==> config.mk <==
export PLATFORM = sky130hd
export DESIGN_NAME = ogm_ctrl
export DESIGN_NICKNAME = d
export VERILOG_FILES = /design/src/design/ogm_pkg.sv /design/src/design/ogm_ctrl.sv
export SDC_FILE = /design/constraint.sdc
export NUM_CORES = 1
export LEC_CHECK = 0
export BUFFER_PORTS_ARGS = -buffer_cell sky130_fd_sc_hd__buf_2
export CAP_MARGIN = 20
export CORE_AREA = 2 2 39 41
export DETAILED_ROUTE_END_ITERATION = 6
export DIE_AREA = 0 0 41 43
export MAX_ROUTING_LAYER = met4
export PLACE_DENSITY_LB_ADDON = 0.2
export SETUP_SLACK_MARGIN = 0.05
export SLEW_MARGIN = 20
export SYNTH_ARGS = -nofsm -noshare
export SYNTH_HDL_FRONTEND = slang
export SYNTH_SLANG_ARGS = --single-unit
==> constraint.sdc <==
create_clock -name clk_i -period 3.3 [get_ports clk_i]
set_input_delay 0.33 -clock clk_i [delete_from_list [all_inputs] [get_ports clk_i]]
set_output_delay 0.33 -clock clk_i [all_outputs]
set_load 0.05 [all_outputs]
==> src/design/ogm_pkg.sv <==
// ----------------------------------------------------------------------------
// ogm_pkg
// Shared widths, request and register codes, reset values and the
// command/status structs between the occupancy grid controller and datapath.
// ----------------------------------------------------------------------------
package ogm_pkg;

  localparam int unsigned X_CELLS_DEF = 64;
  localparam int unsigned Y_CELLS_DEF = 64;

  localparam int POS_W      = 24;
  localparam int VAL_W      = 8;
  localparam int REQ_W      = 3;
  localparam int CELL_IDX_W = 6;
  localparam int CFG_IDX_W  = 4;

  // request codes; anything else acts as a read
  localparam logic [REQ_W-1:0] REQ_READ   = 3'd0;
  localparam logic [REQ_W-1:0] REQ_INVERT = 3'd1;
  localparam logic [REQ_W-1:0] REQ_CLEAR  = 3'd2;
  localparam logic [REQ_W-1:0] REQ_SET    = 3'd3;
  localparam logic [REQ_W-1:0] REQ_WRITE  = 3'd4;

  // register indexes
  localparam logic [CFG_IDX_W-1:0] CFG_LEFT   = 4'd0;
  localparam logic [CFG_IDX_W-1:0] CFG_RIGHT  = 4'd1;
  localparam logic [CFG_IDX_W-1:0] CFG_BOTTOM = 4'd2;
  localparam logic [CFG_IDX_W-1:0] CFG_TOP    = 4'd3;

  localparam logic signed [POS_W-1:0] LEFT_RST   = -24'sd2560;
  localparam logic signed [POS_W-1:0] RIGHT_RST  = 24'sd2560;
  localparam logic signed [POS_W-1:0] BOTTOM_RST = -24'sd2560;
  localparam logic signed [POS_W-1:0] TOP_RST    = 24'sd2560;

  localparam logic [VAL_W-1:0] CELL_FULL = 8'hFF;

  typedef struct packed {
    logic load;       // capture request word
    logic check;      // bounds check, offsets and spans
    logic mul;        // scale offsets by cell counts
    logic div_start;  // launch divider
    logic div_sel_y;  // divider works on y axis
    logic cap_x;      // capture x index
    logic cap_y;      // capture y index
    logic addr;       // form cell address
    logic rd;         // read cell
    logic wr;         // write cell back
    logic clr;        // clearing pass write
    logic out_load;   // load response register
  } ogm_cmd_t;

  typedef struct packed {
    logic oor;
    logic div_done;
    logic clr_last;
  } ogm_sts_t;

endpackage

==> src/design/ogm_ctrl.sv <==
// ----------------------------------------------------------------------------
// ogm_ctrl
// Sequencer for one request: bounds check, scale, two divisions, address,
// read-modify-write, response. Also runs the grid clearing pass after reset.
// ----------------------------------------------------------------------------
module ogm_ctrl (
  input  logic              clk_i,
  input  logic              rst_ni,
  input  logic              req_valid_i,
  output logic              req_ready_o,
  output logic              rsp_valid_o,
  input  logic              rsp_ready_i,
  input  ogm_pkg::ogm_sts_t sts_i,
  output ogm_pkg::ogm_cmd_t cmd_o
);
  import ogm_pkg::*;

  typedef enum logic [3:0] {
    S_CLEAR, S_IDLE, S_CHECK, S_MUL, S_XS, S_XW, S_YS, S_YW,
    S_ADDR, S_RD, S_MOD, S_DONE
  } state_e;

  state_e    state_q, state_d;
  logic      rsp_valid_q;
  ogm_cmd_t  cmd;
  logic      out_free;

  assign out_free = !rsp_valid_q || rsp_ready_i;

  always_comb begin
    cmd     = '0;
    state_d = state_q;
    case (state_q)
      S_CLEAR: begin
        cmd.clr = 1'b1;
        if (sts_i.clr_last) begin
          state_d = S_IDLE;
        end
      end
      S_IDLE: begin
        if (req_valid_i) begin
          cmd.load = 1'b1;
          state_d  = S_CHECK;
        end
      end
      S_CHECK: begin
        cmd.check = 1'b1;
        state_d   = S_MUL;
      end
      S_MUL: begin
        cmd.mul = 1'b1;
        state_d = sts_i.oor ? S_DONE : S_XS;
      end
      S_XS: begin
        cmd.div_start = 1'b1;
        state_d       = S_XW;
      end
      S_XW: begin
        if (sts_i.div_done) begin
          cmd.cap_x = 1'b1;
          state_d   = S_YS;
        end
      end
      S_YS: begin
        cmd.div_start = 1'b1;
        cmd.div_sel_y = 1'b1;
        state_d       = S_YW;
      end
      S_YW: begin
        cmd.div_sel_y = 1'b1;
        if (sts_i.div_done) begin
          cmd.cap_y = 1'b1;
          state_d   = S_ADDR;
        end
      end
      S_ADDR: begin
        cmd.addr = 1'b1;
        state_d  = S_RD;
      end
      S_RD: begin
        cmd.rd  = 1'b1;
        state_d = S_MOD;
      end
      S_MOD: begin
        cmd.wr  = 1'b1;
        state_d = S_DONE;
      end
      S_DONE: begin
        if (out_free) begin
          cmd.out_load = 1'b1;
          state_d      = S_IDLE;
        end
      end
      default: begin
        state_d = S_IDLE;
      end
    endcase
  end

  always_ff @(posedge clk_i or negedge rst_ni) begin
    if (!rst_ni) begin
      state_q     <= S_CLEAR;
      rsp_valid_q <= 1'b0;
    end else begin
      state_q <= state_d;
      if (cmd.out_load) begin
        rsp_valid_q <= 1'b1;
      end else if (rsp_ready_i) begin
        rsp_valid_q <= 1'b0;
      end
    end
  end

  assign req_ready_o = (state_q == S_IDLE);
  assign rsp_valid_o = rsp_valid_q;
  assign cmd_o       = cmd;

endmodule

After elaboration in Yosys (flattened, before gate mapping)
Index checks and enable logic that the tools add are counted.
{"block": "op_classes", "eq_ne": 16, "n_mux": 24, "n_reduce_logical": 7}
{"cell": "$pmux W4 S12", "n": 1}
{"cell": "$mux W4", "n": 6}
{"cell": "$mux W1", "n": 17}
{"cell": "$eq A4 B3 Y1 const B", "n": 4}
{"cell": "$eq A4 B4 Y1 const B", "n": 4}
{"cell": "$ne A2 B2 Y1 const B", "n": 5}
{"cell": "$eq A4 B2 Y1 const B", "n": 2}
{"cell": "$reduce_and A5 Y1", "n": 1}
{"cell": "$eq A4 B1 Y1 const B", "n": 1}
{"cell": "$logic_not A4 Y1", "n": 1}
{"cell": "$reduce_or A2 Y1", "n": 2}
{"cell": "$reduce_bool A2 Y1", "n": 1}
{"cell": "$logic_not A1 Y1", "n": 1}
{"cell": "$logic_or A1 B1 Y1", "n": 1}
{"block": "word_totals", "out_inout_bits": 14, "elab_cells": 49, "regBits": 5, "inputBits": 7}

Longest topological paths before layout
{"block": "depth", "depth_word": 5, "ltp_mapped": 5, "depth_no_buf": 4}

Worst setup path before layout
No wires, ideal clock.
{"block": "synth_timing", "kind": "reg-to-output", "startpoint": "register state_q[1]", "endpoint": "output port cmd_o[11] in the netlist's numbering", "required_ps": 2970, "path_buffers": 1, "arrival_time_ps": 2372, "path_stages_with_launch": 5, "slack_ps": 598, "path_cell_list": "dfrtp_1 -> clkbuf_1 -> nand2b_1 -> nor3_1 -> and2_1"}
{"item": "from (decl)", "line_no": "ogm_ctrl.sv:23", "text": "state_e state_q, state_d;"}
{"item": "from (signal assigned)", "line_no": "ogm_ctrl.sv:105", "text": "state_q <= state_d;"}
{"item": "to (decl)", "line_no": "ogm_ctrl.sv:14", "text": "output ogm_pkg::ogm_cmd_t cmd_o"}

==> qor.yml <==
ys_seq_elements: 5
async_flop_share_pct: 100
finalSetupTns_ns: 0
pre_cts_slack_ns: 1.52
pin_count: 21
clock_latency_ns: 0.24
hold_path.class: "in -> reg"
holdWs_ns: 0.381
final_common_cell: "buf_2"
grt.met1_usage_pct: 19.9
path_clk_slew_ns: 0.05
tritoncts: "yes"
use_met2_pct: 17.8
reg2reg_depth: 4
layout_common_cells: "buf_2, nor2_1, nand2_1, nor3_1, dfrtp_1"
worst_setup_path_start_kind: "register"
cts_root_buf: "clkbuf_4"
grt_pass1_vias: 363
route.vias.total: 469
die_w_um: 41
dieArea_mm2: 0.00176
setup_slack_ns: 1.41
area_delta_synth_final_pct: 30.0
drc: 0
drive_gt1_share_pct: 33.8
synth_cell_types: 25
dr.pass1.iters: 4
place_congestion: 0.743
post-route-cell-area_um2: 564
powerDensity_mw_per_mm2: 1100
fp-row-count: 14
worst_slew_pin_slew_ns: 0.484
busiest_layer: "met1"
yosysSeqAreaShare_pct: 28.8
synth_edf_count: 0
yosysTopAreaCellShare_pct: 28.8
dieHeight_um: 43
drv_cap: 0
hold_viol: 0
syn_area_um2: 434
numPortBuffers: 20
cts.sinks: 5
cp-end-kind: "output port"
yosys.area.top_type: "dfrtp_1"
instances_no_fill: 93
grt_pass1_wl_um: 1670
wirelength_um: 1010
syn_inst: 57
start_util_pct: 31.4
setup_violations: 0
use_met3_pct: 6.28
cts_buffers: 3
finClkSkew_ns: 0.00753
cp_data_arrival_time_ns: 1.56
max-vdd-ir-drop_mv: 0.398
status: "complete, no violations"
min_path_cells: 3
fill_cells: 160
postPlaceCellArea_um2: 528
cts_resized: 0
utilization_pct: 40.8
via_per_inst: 5.04
p_leak_nw: 0.286
period_share_pct: 57.1
htree_levels: 1
crit_fanout: 11
synthFlopType: "dfrtp_1"
layout.nets: 85
criticalPathCategory: "reg -> out"
dpl.cell_count: 88
antenna_found_initial: 0
clock_tree.buffer_depth: 2
overflow: 0
yosysWarnings: 0
ant_nets: 0
grt_use_total_pct: 14.1
grt_max_degree: 19
drt-initial-drc-count: 17
core-area_mm2: 0.00138
min_period_ns: 1.89
slew_headroom_pct: 67.8
antennaDiodeCount: 0
synthTopCellsByArea: "dfrtp_1, nor3_1, nor2_1"
rsz0062_at_grt: "false"
cp.required_ns: 2.97
maxSlewViolCount: 0
place_hpwl_um: 741
fmax_ghz: 0.530
syn_avg_cell_area_um2: 7.62
fin_total_pwr_mw: 0.621
synth_fp_nets: 64
avgRoutedWirePerCell_um: 10.8
cell families after synthesis:
family	synth area share, %
mux	5.19
buf+inv	6.05
flops	28.8
simple gates	46.7
compound gates	13.3
report_power, final:
group / internal [mW] / switching, mW / leakage [nW]
clock: 0.0457 / 0.0246 / 0.0150
sequential: 0.0871 / 0.0693 / 0.0620
combinational: 0.125 / 0.270 / 0.209
total: 0.257 / 0.364 / 0.286
what timing repair did:
| action | CTS | global route |
|---|---|---|
| hold buffers | 1 | 0 |
| endpoints found under the hold margin | 5 | 0 |
| buffers inserted | 0 | 0 |
registers in the layout (all words and copies together) (netlist names):
| signal | flops |
|---|---|
| rsp_valid_o | 1 |
| state_q | 4 |
worst paths after layout:
kind	from	endpoint	slack (ns)
hold / removal	rsp_ready_i	rsp_valid_o	0.38
setup / recovery	state_q[1]	cmd_o[11]	1.41
min in group asynchronous	rst_ni	state_q[2]	0.43
setup reg to reg	state_q[2]	state_q[0]	1.50
hold reg to reg	rsp_valid_o	rsp_valid_o	0.51
max in group asynchronous	rst_ni	state_q[0]	2.73
area by class of cell:
cell class	count	area (um2)	area share, %
sequential	5	125	22.2
timing repair buffer	21	110	19.5
clock buffer	4	26.3	4.66
multi-input combinational	47	283	50.1
tap	16	20.0	3.55
critical path, stage by stage, from the launching register on:
cell and delay [ns]:
dfrtp_1 0.47, nand2b_1 0.26, nor3_1 0.19, and2_1 0.15, buf_2 0.25
cells in the mapped netlist, drive strengths merged, types with 2 or more instances:
| cell | count |
|---|---|
| o21ai | 2 |
| nand2b | 4 |
| clkbuf | 4 |
| nand3b | 2 |
| nor2b | 2 |
| and2 | 2 |
| mux2 | 2 |
| nor2 | 8 |
| dfrtp | 5 |
| nand2 | 6 |
| nor3 | 6 |
routing by layer:
layer,share of wire [%],up-vias
li1,-,241
met1,50,219
met2,47,9
met3,3.9,0
met4,0,0
met5,0,-
(Power assumes the default switching activity.)
